==> config.mk <==
export PLATFORM = sky130hd
export DESIGN_NAME = obp_cursor
export DESIGN_NICKNAME = d
export VERILOG_FILES = /design/src/rtl/obp_pkg.sv /design/src/rtl/obp_cursor.sv
export SDC_FILE = /design/constraint.sdc
export NUM_CORES = 1
export LEC_CHECK = 0
export BUFFER_PORTS_ARGS = -buffer_cell sky130_fd_sc_hd__buf_2
export CORE_MARGIN = 3
export CORE_UTILIZATION = 34
export DETAILED_ROUTE_END_ITERATION = 7
export PLACE_DENSITY = 0.63
export SLEW_MARGIN = 30
export SYNTH_ARGS = -nofsm -noshare
export SYNTH_HDL_FRONTEND = slang
export SYNTH_SLANG_ARGS = --single-unit
==> constraint.sdc <==
create_clock -name clk -period 3.79 [get_ports clk]
set_input_delay 0.1895 -clock clk [delete_from_list [all_inputs] [get_ports clk]]
set_output_delay 0.1895 -clock clk [all_outputs]
set_load 0.01 [all_outputs]
==> src/rtl/obp_pkg.sv <==
// obp_pkg: shared types and constants for the occupancy block pooling design
// no dependencies; used by obp_cursor and occupancy_block_pooling

package obp_pkg;

    // configuration port
    localparam int CFG_IDX_W  = 2;
    localparam int CFG_DATA_W = 13;

    localparam logic [CFG_IDX_W-1:0] REG_GRID_WIDTH  = 2'd0;
    localparam logic [CFG_IDX_W-1:0] REG_GRID_HEIGHT = 2'd1;
    localparam logic [CFG_IDX_W-1:0] REG_BLOCK_SIZE  = 2'd2;

    localparam int GRID_REG_W  = 13;
    localparam int BLOCK_REG_W = 5;

    // register reset values
    localparam int GRID_WIDTH_RST  = 4096;
    localparam int GRID_HEIGHT_RST = 4096;
    localparam int BLOCK_SIZE_RST  = 10;

    // payload widths
    localparam int CELL_W  = 8;
    localparam int COORD_W = 12;

    // frame generation tag kept with every column flag
    localparam int EPOCH_W = 8;

    typedef struct packed {
        logic [EPOCH_W-1:0] tag;
        logic               flag;
    } flag_entry_t;

    // edge status of the cell being processed
    typedef struct packed {
        logic col_end;
        logic row_end;
        logic blk_col_end;
        logic blk_row_end;
    } cursor_flags_t;

endpackage

==> src/rtl/obp_cursor.sv <==
// obp_cursor: raster position of the next cell, its place inside its block
// and the block coordinates; depends on obp_pkg

module obp_cursor #(
    parameter int WCW = 12,
    parameter int HCW = 12,
    parameter int BW  = 4
) (
    input  logic                  clk,
    input  logic                  rst_n,
    input  logic                  advance,
    input  logic                  frame_start,
    input  logic [WCW-1:0]        wm1,
    input  logic [HCW-1:0]        hm1,
    input  logic [BW-1:0]         bsm1,
    output obp_pkg::cursor_flags_t flags,
    output logic [HCW-1:0]        blk_row,
    output logic [WCW-1:0]        blk_col,
    output logic [WCW-1:0]        rd_col
);

    logic [WCW-1:0] col_reg, col_next, col_cur;
    logic [HCW-1:0] row_reg, row_next, row_cur;
    logic [BW-1:0]  cib_reg, cib_next, cib_cur;
    logic [BW-1:0]  rib_reg, rib_next, rib_cur;
    logic [WCW-1:0] bcol_reg, bcol_next, bcol_cur;
    logic [HCW-1:0] brow_reg, brow_next, brow_cur;

    always_comb
    begin
        // a frame start restarts the position before the transaction is used
        col_cur  = frame_start ? '0 : col_reg;
        row_cur  = frame_start ? '0 : row_reg;
        cib_cur  = frame_start ? '0 : cib_reg;
        rib_cur  = frame_start ? '0 : rib_reg;
        bcol_cur = frame_start ? '0 : bcol_reg;
        brow_cur = frame_start ? '0 : brow_reg;

        flags.col_end     = col_cur >= wm1;
        flags.row_end     = row_cur >= hm1;
        flags.blk_col_end = flags.col_end || (cib_cur >= bsm1);
        flags.blk_row_end = flags.row_end || (rib_cur >= bsm1);

        col_next  = col_cur;
        row_next  = row_cur;
        cib_next  = cib_cur;
        rib_next  = rib_cur;
        bcol_next = bcol_cur;
        brow_next = brow_cur;

        if (flags.col_end)
        begin
            col_next  = '0;
            cib_next  = '0;
            bcol_next = '0;
            if (flags.row_end)
            begin
                row_next  = '0;
                rib_next  = '0;
                brow_next = '0;
            end
            else
            begin
                row_next = row_cur + HCW'(1);
                if (flags.blk_row_end)
                begin
                    rib_next  = '0;
                    brow_next = brow_cur + HCW'(1);
                end
                else
                begin
                    rib_next = rib_cur + BW'(1);
                end
            end
        end
        else
        begin
            col_next = col_cur + WCW'(1);
            if (flags.blk_col_end)
            begin
                cib_next  = '0;
                bcol_next = bcol_cur + WCW'(1);
            end
            else
            begin
                cib_next = cib_cur + BW'(1);
            end
        end
    end

    assign blk_row = brow_cur;
    assign blk_col = bcol_cur;
    // flag store read address: the block column of the next processed cell
    assign rd_col  = advance ? bcol_next : bcol_reg;

    always_ff @(posedge clk or negedge rst_n)
    begin
        if (!rst_n)
        begin
            col_reg  <= '0;
            row_reg  <= '0;
            cib_reg  <= '0;
            rib_reg  <= '0;
            bcol_reg <= '0;
            brow_reg <= '0;
        end
        else if (advance)
        begin
            col_reg  <= col_next;
            row_reg  <= row_next;
            cib_reg  <= cib_next;
            rib_reg  <= rib_next;
            bcol_reg <= bcol_next;
            brow_reg <= brow_next;
        end
    end

endmodule

Yosys cells after proc, flatten, opt, wreduce, memory -nomap -nowiden
Cells that the tools add are included.

storage, ports and cells
  output and inout port bits = 40
  bits of input ports = 32
  word-level logic and storage cells = 38
  flip-flop bits (word level) = 56

operators by class
  $lt $le $gt $ge = 4
  mux-type cells = 20
  add/sub/neg operators = 6
  reductions and logical operators = 2

operators with widths
  cell                                                              count
  12-bit 2-to-1 mux                                                 13
  12-bit by 1-bit adder with 12-bit output (second input constant)  4
  4-bit 2-to-1 mux                                                  7
  12-bit >= comparator                                              2
  4-bit by 1-bit adder with 4-bit output (second input constant)    2
  4-bit >= comparator                                               2
  1-bit logical OR                                                  2

Depth between registers and ports, before layout
Gate-level depths: netlist of run 1.

  depth in word-level cells = 6
  depth in mapped cells = 16
  depth with buffers taken out = 11

Least setup slack after synthesis of run 1
Ideal clock, no wire load.

  path kind = input -> output
  start = input port frame_start
  end = output port rd_col[5]
  path slack = 97 ps
  arrival time = 3504 ps
  buffers on the path = 6
  required time = 3601 ps
  stages on the path = 16
  cells stage by stage = buf_2 clkbuf_1 clkbuf_1 buf_2 clkbuf_1 nor2b_1 ha_1 a21o_1 a21o_1 a21oi_1 o21a_1 inv_2 nor2_1 clkbuf_1 nand4_1 o21ai_0

on the way
  cells in the longest elaborated chain, start to end = 6
  elaborated cells on any way between the ends = 10
  those cells by class = 1 x add/sub; 2 x order compare; 6 x mux; 1 x reduce/logical

RTL lines
  element                                                             RTL line                            text
  start, declared                                                     obp_cursor.sv:12                    input logic frame_start,
  12-bit 2-to-1 mux / 4-bit 2-to-1 mux (equally long branches)        obp_cursor.sv:32, obp_cursor.sv:34
  12-bit >= comparator / 4-bit >= comparator (equally long branches)  obp_cursor.sv:39, obp_cursor.sv:41
  1-bit logical OR                                                    obp_cursor.sv:41                    flags.blk_col_end = flags.col_end || (cib_cur >= bsm1);
  12-bit 2-to-1 mux                                                   obp_cursor.sv:79                    if (flags.blk_col_end)
  12-bit 2-to-1 mux (*)                                               obp_cursor.sv:51                    if (flags.col_end)
  12-bit 2-to-1 mux (*)                                               --
  end, declared                                                       obp_cursor.sv:19                    output logic [WCW-1:0] rd_col

Every way passes the cells marked *; elsewhere a longest branch is shown, timed or not.

Worst setup path after layout of run 1
  start = register col_reg[2]
  end = output port rd_col[11]

on the way
  cells in the longest elaborated chain, start to end = 6

RTL lines
  element                   RTL line           text
  start, declared           obp_cursor.sv:22   logic [WCW-1:0] col_reg, col_next, col_cur;
  start signal, assigned    obp_cursor.sv:109  col_reg <= col_next;
  12-bit 2-to-1 mux (*)     obp_cursor.sv:32   col_cur = frame_start ? '0 : col_reg;
  12-bit >= comparator (*)  obp_cursor.sv:39   flags.col_end = col_cur >= wm1;
  1-bit logical OR          obp_cursor.sv:41
  12-bit 2-to-1 mux         obp_cursor.sv:79
  12-bit 2-to-1 mux (*)     obp_cursor.sv:51
  12-bit 2-to-1 mux (*)     --

Marked as above.

==> metrics.cfg, run 1 <==
[timing]
setup_tns_ns=0
final.setup_skew_ns=0.01101
relSlewSlack=0.4438
setup_ws_ns=0.3242
rsz0062_at_grt=false
worst_pin_slew_ns=0.8333
max_freq_mhz=288.5
fin_crit_sh=0.9145
period_needed_ns=3.466
hold_viol_final=0
maxSlewViolCount=0
setup_viol_count_final=0

[synth]
synth.area.top_cells=dfrtp_1, ha_1, nor2b_1, o21ai_0, nand2_1
yosysMostFrequentCell=dfrtp_1
seq_area_frac_synth=0.3251
ys_ff_latch=56
ys.flop_type=dfrtp_1
synth_async_sr_flop_share=1.000
netlist_top_cells_count=dfrtp_1, o21ai_0, nor2b_1
synth_nets=591
synth_edf_count=0
yosys.area.top_type=dfrtp_1
synth.avg_cell_area_um2=8.257
yosysWarnings=0
synth_top_area_frac=0.3251
synth_cell_type_count=57
synthCells=522
syn-cell-area_um2=4310

[critical_path]
path_cells=nor2b_1 > ha_1 > a211o_1 > a31oi_1 > o311a_1 > o21a_2 > inv_2 > nor2_1 > buf_4 > nand4_1 > o21ai_0 > buf_2
max_stage_delay_ns=0.45
critical_path.max_fanout=13
critPathSlowestCell=dfrtp_1
path_buf_inv=3
crit_required_ns=3.60
cp_top_family=compound AO/OA/AOI/OAI gates
start_kind=register
cp_data_arrival_time_ns=3.28
end_kind=output pin
path_class=register to output pin

[power]
p_leak_nw=2.549
p_per_area_nw_per_um2=277.0
ir_worst_vdd_mv=0.2065

[place]
dpl.cell_count=750
io_buffers=71
dp_slack_ns=0.2923
dp_hpwl_mm=9.212
gp_congestion=0.8702

[finish]
fill_cells=1261
seqCellArea_um2=1401
num-nets-final=659
multiInputGateArea_um2=2649
layout-drive-gt1-share=0.1692
area_growth_pct=17.42
final_util=0.4144
stdcell_count=759
num_antenna_cells=0

[clock_tree]
clock_latency_ns=0.30
h-tree-depth=2
clkTransAtPathRegs_ns=0.07
cts_tree=built
cts-root-buf=clkbuf_16
numCtsBuffers=5
cts.sinks=56
postCtsSetupBuffers=0
cts_buffer_depth=2

[grt]
grt_antenna_before_repair=0
overflow=0
grt_max_degree=37
grt_usage=0.1689
grt_pass1_wl_mm=20.10
grt_pass1_vias=4102

[detailed_routing]
drc=0
drt_wl_total_mm=12.19
vias=4122
drt_first_iter_violations=226
routedWlPerCell_um=16.06
vias_per_cell=5.431
detail-route-antenna-nets=0
first_pass_iters=5

[die]
coreArea_um2=12210
die_w_um=118.6
start_util=0.3530
die_h_um=118.6
dieArea_um2=14060
num_rows=40
pin_count=72

[status]
status=complete, no violations

[hold_path]
hold_class=primary input to register

[flow_run]
maxCapViolCount=0

==> cell type report <==
class                           instances  share of cell area
Multi-Input combinational cell        400              0.5234
Sequential cell                        56              0.2769
Timing Repair Buffer                   85             0.09394
Tap cell                              168             0.04153
Inverter                               42             0.03115
Clock buffer                            5             0.02472
Clock inverter                          3            0.008405
==> per-stage QoR <==
stage / power (mW) / area [um^2] / hold WS (ns)
after global placement: 0.8672 / 4882 / 0.2978
after CTS: 1.414 / 5060 / 0.4320
after floorplan: 0.7789 / 4310 / -0.1061
after global routing: 1.468 / 5061 / 0.4890
after detailed placement: 0.8727 / 4882 / 0.3086
final: 1.402 / 5061 / 0.4395
==> tightest hold or removal path, cell delays in order <==
cell and delay [ns]:
buf_2 0.10, buf_4 0.24, nand2_1 0.10, o2bb2ai_1 0.05
==> final timing paths <==
check | cells past startpoint | endpoint | slack [ns] | from
max reg2reg | 10 | row_reg[10] | 0.71 | col_reg[2]
min in group asynchronous | 2 | brow_reg[0] | 0.50 | rst_n
max | 12 | rd_col[11] | 0.32 | col_reg[2]
min | 4 | cib_reg[0] | 0.44 | advance
min reg2reg | 1 | col_reg[8] | 0.48 | col_reg[8]
max in group asynchronous | 3 | col_reg[5] | 2.45 | rst_n
==> where the power goes <==
part	internal [mW]	total [mW]	switching, mW
registers	0.617	0.639	0.0223
logic	0.0862	0.221	0.135
clock network	0.312	0.541	0.230
total	1.01	1.40	0.387
==> cell families (layout without fill, tap and decap cells) <==
group                      after synthesis  after routing  synth area share
DFF                                     56             56            0.3251
and+or+nand+nor                        211            211            0.2642
xor gates and xnor gates                 7              7           0.01597
adders and majority gates               37             37            0.1074
AOI/OAI and AO/OA                      141            141            0.2174
muxes                                    4              4          0.009289
buffers and inverters                   66            135           0.06066
==> placed cells by master (no fill, tap or decap), types with 9 or more instances in the layout <==
| cell type | count |
|---|---|
| nand2_1 | 46 |
| nor2b_1 | 49 |
| inv_1 | 40 |
| nor2_1 | 24 |
| and3_1 | 15 |
| o2bb2ai_1 | 11 |
| a31oi_1 | 9 |
| dfrtp_1 | 56 |
| nand3_1 | 24 |
| buf_4 | 12 |
| a21oi_1 | 14 |
| ha_1 | 37 |
| nand4_1 | 13 |
| buf_2 | 71 |
| nor3_1 | 10 |
| o21ai_0 | 52 |
==> metal layers <==
metal	routed length, um	global-route usage
met4	88	0.03693
met3	605	0.03158
met5	0	0
met2	5956	0.2906
met1	5538	0.2203
==> repair_timing <==
| item | in CTS | in global routing |
|---|---|---|
| gates resized for setup | 0 | 1 |
| hold buffers | 1 | 0 |
| endpoints found under the hold margin | 30 | 0 |
| setup endpoints to repair | 0 | 8 |
Note: power is estimated with default switching activity, not from simulation.
==> run 2, diff against run 1 <==
--- a/config.mk
+++ b/config.mk
@@ -5,11 +5,12 @@
 export SDC_FILE = /design/constraint.sdc
 export NUM_CORES = 1
 export LEC_CHECK = 0
+export ABC_AREA = 1
 export BUFFER_PORTS_ARGS = -buffer_cell sky130_fd_sc_hd__buf_2
 export CORE_MARGIN = 3
 export CORE_UTILIZATION = 34
 export DETAILED_ROUTE_END_ITERATION = 7
-export PLACE_DENSITY = 0.63
+export PLACE_DENSITY = 0.62
 export SLEW_MARGIN = 30
 export SYNTH_ARGS = -nofsm -noshare
 export SYNTH_HDL_FRONTEND = slang
==> metrics.cfg, run 2 <==
[status]
status=complete, no violations

[finish]
final_cell_mix=nand2_1, inv_1, buf_2, nor2_1
final_common_cell=nand2_1
num-nets-final=823
fill_cells=1351
layout-drive-gt1-share=0.1391
area_growth_pct=14.85

[clock_tree]
clkTransAtPathRegs_ns=0.07
clock_latency_ns=0.30
cts-root-buf=clkbuf_16
h-tree-depth=2
postCtsSetupBuffers=0
cts_buffer_depth=2
numCtsBuffers=5
ctsResizeCount=0
cts.sinks=56
cts_tree=built

[power]
p_leak_nw=2.890
p_int_mw=1.031
p_clk_frac=0.406
switching_share=0.2666
p_per_area_nw_per_um2=264.4
p_seq_frac=0.443
power_frac_comb=0.150
p_sw_mw=0.3746
ir_worst_vdd_mv=0.1869

[timing]
final.setup_skew_ns=0.009150
max_freq_mhz=326.2
period_needed_ns=3.066
worst_pin_slew_ns=0.7672
fin_crit_sh=0.8089
setup_viol_count_final=0
relSlewSlack=0.4886
maxSlewViolCount=0
setup_ws_ns=0.7244
hold_viol_final=0
rsz0062_at_grt=false
setup_tns_ns=0

[critical_path]
max_stage_delay_ns=0.48
cp_data_arrival_time_ns=2.88
crit_path_end=rd_col[5]
timing.rr.start=col_reg[7]
cp-startpoint=frame_start
reg2reg_slack_ns=1.10
critPathSlowestCell=buf_2
critical_path.max_fanout=27
cp_common_cell=nand2_1
r2r-end=brow_reg[4]
path_cells=buf_2 > inv_6 > nand2_1 > inv_1 > ha_1 > nand2_1 > nor3_1 > nand2_1 > nand4_1 > buf_4 > inv_1 > nand3_1 > nand2_1 > buf_2
crit_required_ns=3.60
end_kind=output pin
path_class=primary input to output pin
reg2reg_depth=14
start_kind=primary input

[hold_path]
hold_class=primary input to register

[synth]
seq_area_frac_synth=0.3029
synth_top_area_frac=0.3029
ys.flop_type=dfrtp_1
synth_async_sr_flop_share=1.000
yosys.area.top_type=dfrtp_1
synth.avg_cell_area_um2=6.696
synth.area.top_cells=dfrtp_1, nand2_1, ha_1, inv_1, nand3_1
syn-cell-area_um2=4627
synth_nets=760
yosysWarnings=0
ys_ff_latch=56
synthCells=691
netlist_top_cells_count=nand2_1, inv_1, nor2_1
yosysMostFrequentCell=nand2_1
synth_edf_count=0
synth_cell_type_count=36

[die]
coreArea_um2=12980
pin_count=72
num_rows=41
die_h_um=122.7
die_w_um=122.7
start_util=0.3565
dieArea_um2=15040

[detailed_routing]
drc=0
vias_per_cell=4.783
vias=4439
detail-route-antenna-nets=0
drt_wl_total_mm=11.96
first_pass_iters=5
routedWlPerCell_um=12.89
drt_first_iter_violations=399

[place]
dp_slack_ns=0.6768
dp_hpwl_mm=8.940
gp_congestion=0.8699
io_buffers=71

[grt]
grt_usage=0.1671
grt_antenna_before_repair=0
grt_max_degree=38
overflow=0
grt_pass1_vias=4145
grt_pass1_wl_mm=20.30

[flow_run]
maxCapViolCount=0

## run 2: cell types whose count changed after synthesis, moves of 9 or more
cell	delta
o2bb2ai_1	-11
nor2b_1	-49
nor2_1	+42
o21ai_0	-23
nand4_1	+9
inv_1	+80
xor2_1	+10
a31oi_1	-9
nand2_1	+141
and3_1	-14
nand3_1	+32
o22ai_1	+15
## run 2: kinds of logic after synthesis
| kind of cell | share of synthesized area |
|---|---|
| compound gates | 0.08843 |
| xor+xnor | 0.03597 |
| fa+ha+maj | 0.1001 |
| buf+inv | 0.1317 |
| flops | 0.3029 |
| simple gates | 0.3410 |
## run 2: area by class of cell
class,instances,area [um^2],share of cell area
antenna,1,2.502,0.0004709
clock buffer,7,152.6,0.02873
clock inverter,1,30.03,0.005651
inverter,124,470.5,0.08853
multi-input combinational,487,2616,0.4923
sequential,56,1401,0.2637
tap,172,215.2,0.04050
timing repair buffer,80,425.4,0.08006
## run 2: worst max-delay path: cells and delay by family
family	cells	cell delay [ns]
adders and majority gates	1	0.27
buffers and inverters	6	1.43
and+or+nand+nor	7	0.96
## run 2: worst min-delay path by stage
stage | cells past startpoint | endpoint | slack [ns] | start
final | 5 | bcol_reg[9] | 0.38 | advance
after global routing | 5 | bcol_reg[9] | 0.42 | advance
after CTS | 5 | bcol_reg[9] | 0.38 | advance
after detailed placement | 1 | bcol_reg[10] | 0.31 | rst_n
after global placement | 1 | col_reg[10] | 0.32 | rst_n
after floorplan | 0 | bcol_reg[0] | -0.11 | rst_n
## run 2: power by group through the flow
stage | clock network, mW | logic [mW] | registers (mW)
finish | 0.571 | 0.211 | 0.623
global route | 0.609 | 0.243 | 0.626
CTS | 0.587 | 0.214 | 0.623
detailed placement | 0 | 0.213 | 0.635
global placement | 0 | 0.213 | 0.635
floorplan | 0 | 0.138 | 0.633
## run 2: repair_timing
item                       CTS  global route
setup endpoints to repair    0             0
hold endpoints to repair    15             0
hold buffers                 1             0
## run 2: per-stage QoR
step                      std cells  area (um^2)  power, mW  hold WS [ns]  utilization
final                           928         5314      1.405        0.3838       0.4094
after global routing            927         5311      1.477        0.4156       0.4092
after CTS                       927         5311      1.424        0.3845       0.4092
after detailed placement        918         5119     0.8472        0.3144       0.3944
after global placement          918         5119     0.8474        0.3166       0.3944
after floorplan                 691         4627     0.7702       -0.1061            -
## run 2: per-layer routing
layer	wire length, um	vias up	track usage
met5	0	-	0
met4	78	0	0.02519
met3	639	7	0.02535
met2	5231	102	0.2631
met1	6013	1999	0.2473
li1	-	2331	-
==> run 3, diff against run 2 <==
==> constraint.sdc (replaced) <==
create_clock -name clk -period 3.2 [get_ports clk]
set_input_delay 0.16 -clock clk [delete_from_list [all_inputs] [get_ports clk]]
set_output_delay 0.16 -clock clk [all_outputs]
set_load 0.01 [all_outputs]
==> metrics.cfg, run 3 (synthesized netlist as in run 2, its figures left out) <==
[critical_path]
start_kind=register
end_kind=output pin
timing.rr.start=col_reg[7]
reg2reg_slack_ns=0.61
crit_path_end=rd_col[5]
cp_data_arrival_time_ns=2.75
critical_path.max_fanout=17
path_class=register to output pin
r2r-end=brow_reg[10]
reg2reg_depth=12
cp-startpoint=col_reg[7]
crit_required_ns=3.04

[flow_run]
maxCapViolCount=0

[detailed_routing]
drt_wl_total_mm=11.99
routedWlPerCell_um=12.82
drt_first_iter_violations=350
first_pass_iters=5
detail-route-antenna-nets=0
vias_per_cell=4.855
vias=4539
drc=0

[grt]
grt_usage=0.1653
overflow=0
grt_max_degree=46
grt_pass1_vias=4126
grt_antenna_before_repair=0
grt_pass1_wl_mm=20.12

[power]
p_total_mw=1.586
p_int_mw=1.128
ir_worst_vdd_mv=0.1950
switching_share=0.2889
p_per_area_nw_per_um2=296.3
p_sw_mw=0.4581
p_clk_frac=0.369
p_seq_frac=0.466
power_frac_comb=0.165
p_leak_nw=2.912

[status]
status=complete, no violations

[finish]
num_antenna_cells=0
final_common_cell=nand2_1
fill_cells=1362
num-nets-final=831
area_growth_pct=15.66
layout-drive-gt1-share=0.1468
stdcell_count=935
final_cell_mix=nand2_1, inv_1, buf_2, nor2_1

[die]
start_util=0.3565
dieArea_um2=15040
num_rows=41
die_w_um=122.7
pin_count=72
coreArea_um2=12980
die_h_um=122.7

[timing]
setup_viol_count_final=0
setup_tns_ns=0
maxSlewViolCount=0
period_needed_ns=2.912
relSlewSlack=0.5699
rsz0062_at_grt=false
final.setup_skew_ns=0.003928
hold_viol_final=0
fin_crit_sh=0.9099
max_freq_mhz=343.4
worst_pin_slew_ns=0.6451

[clock_tree]
cts.sinks=56
h-tree-depth=2
cts_tree=built
cts-root-buf=clkbuf_16
clkTransAtPathRegs_ns=0.07
cts_buffer_depth=2
ctsResizeCount=0
numCtsBuffers=5
clock_latency_ns=0.30

[place]
gp_congestion=0.8362
dp_hpwl_mm=8.921
io_buffers=71
dpl.cell_count=922

[hold_path]
hold_class=primary input to register

## run 3: changes by cell type in the layout (fill, tap and decap cells not counted)
cell / change
buf_12: +1
buf_4: +7
bufinv_16: -1
clkbuf_1: +1
clkbuf_8: -1
clkinvlp_4: +1
diode_2: -1
## run 3: worst min-delay path by stage
stage	cells past startpoint	end	from
after detailed placement	1	bcol_reg[11]	rst_n
after CTS	4	row_reg[10]	advance
after global routing	4	row_reg[10]	advance
after global placement	1	col_reg[11]	rst_n
final	4	row_reg[10]	advance
after floorplan	0	bcol_reg[0]	rst_n
## run 3: final cells by class
type / count / area [um^2] / area share
Multi-Input combinational cell: 487 / 2616 / 0.4889
Sequential cell: 56 / 1401 / 0.2619
Timing Repair Buffer: 88 / 498.0 / 0.09306
Inverter: 124 / 470.5 / 0.08791
Tap cell: 172 / 215.2 / 0.04022
Clock buffer: 7 / 142.6 / 0.02665
Clock inverter: 1 / 7.507 / 0.001403
## run 3: critical path: stages (launching register included)
cell and delay [ns]:
dfrtp_1 0.36, inv_1 0.11, nor2_1 0.08, ha_1 0.34, nand4_1 0.13, nor3_1 0.19
nand2_1 0.07, nand4_1 0.29, nor2_4 0.10, inv_2 0.25, nand2_1 0.09, nand2_1 0.08
nand3_1 0.07, nand2_1 0.13, buf_2 0.15
## run 3: repair_timing
| item | in CTS | in global routing |
|---|---|---|
| setup buffers | 0 | 4 |
| hold buffers | 1 | 0 |
| hold endpoints to repair | 27 | 0 |
| endpoints found under the setup margin | 0 | 1 |
## run 3: power by group through the flow
stage / logic [mW] / registers (mW) / clock network (mW)
floorplan: 0.163 / 0.749 / 0
global placement: 0.258 / 0.752 / 0
detailed placement: 0.260 / 0.753 / 0
CTS: 0.262 / 0.738 / 0.596
global route: 0.299 / 0.741 / 0.622
finish: 0.262 / 0.738 / 0.586
## run 3: per-stage QoR
step	worst slack (ns)	cell area [um^2]	hold slack (ns)	utilization
2_1_floorplan	0.5555	4627	-0.1356	-
3_3_place_gp	0.3648	5161	0.2404	0.3977
3_5_place_dp	0.3007	5161	0.2308	0.3977
4_1_cts	0.1962	5321	0.4151	0.4100
5_1_grt	0.03438	5351	0.4529	0.4123
6_report	0.2883	5351	0.4141	0.4123
## run 3: metal layers
metal,up-vias,share of wire,global-route usage,wire [um]
li1,2341,-,-,-
met1,2060,0.49,0.2402,5897
met2,131,0.44,0.2631,5305
met3,7,0.060,0.02396,715
met4,0,0.0060,0.03079,72
met5,-,0,0,0
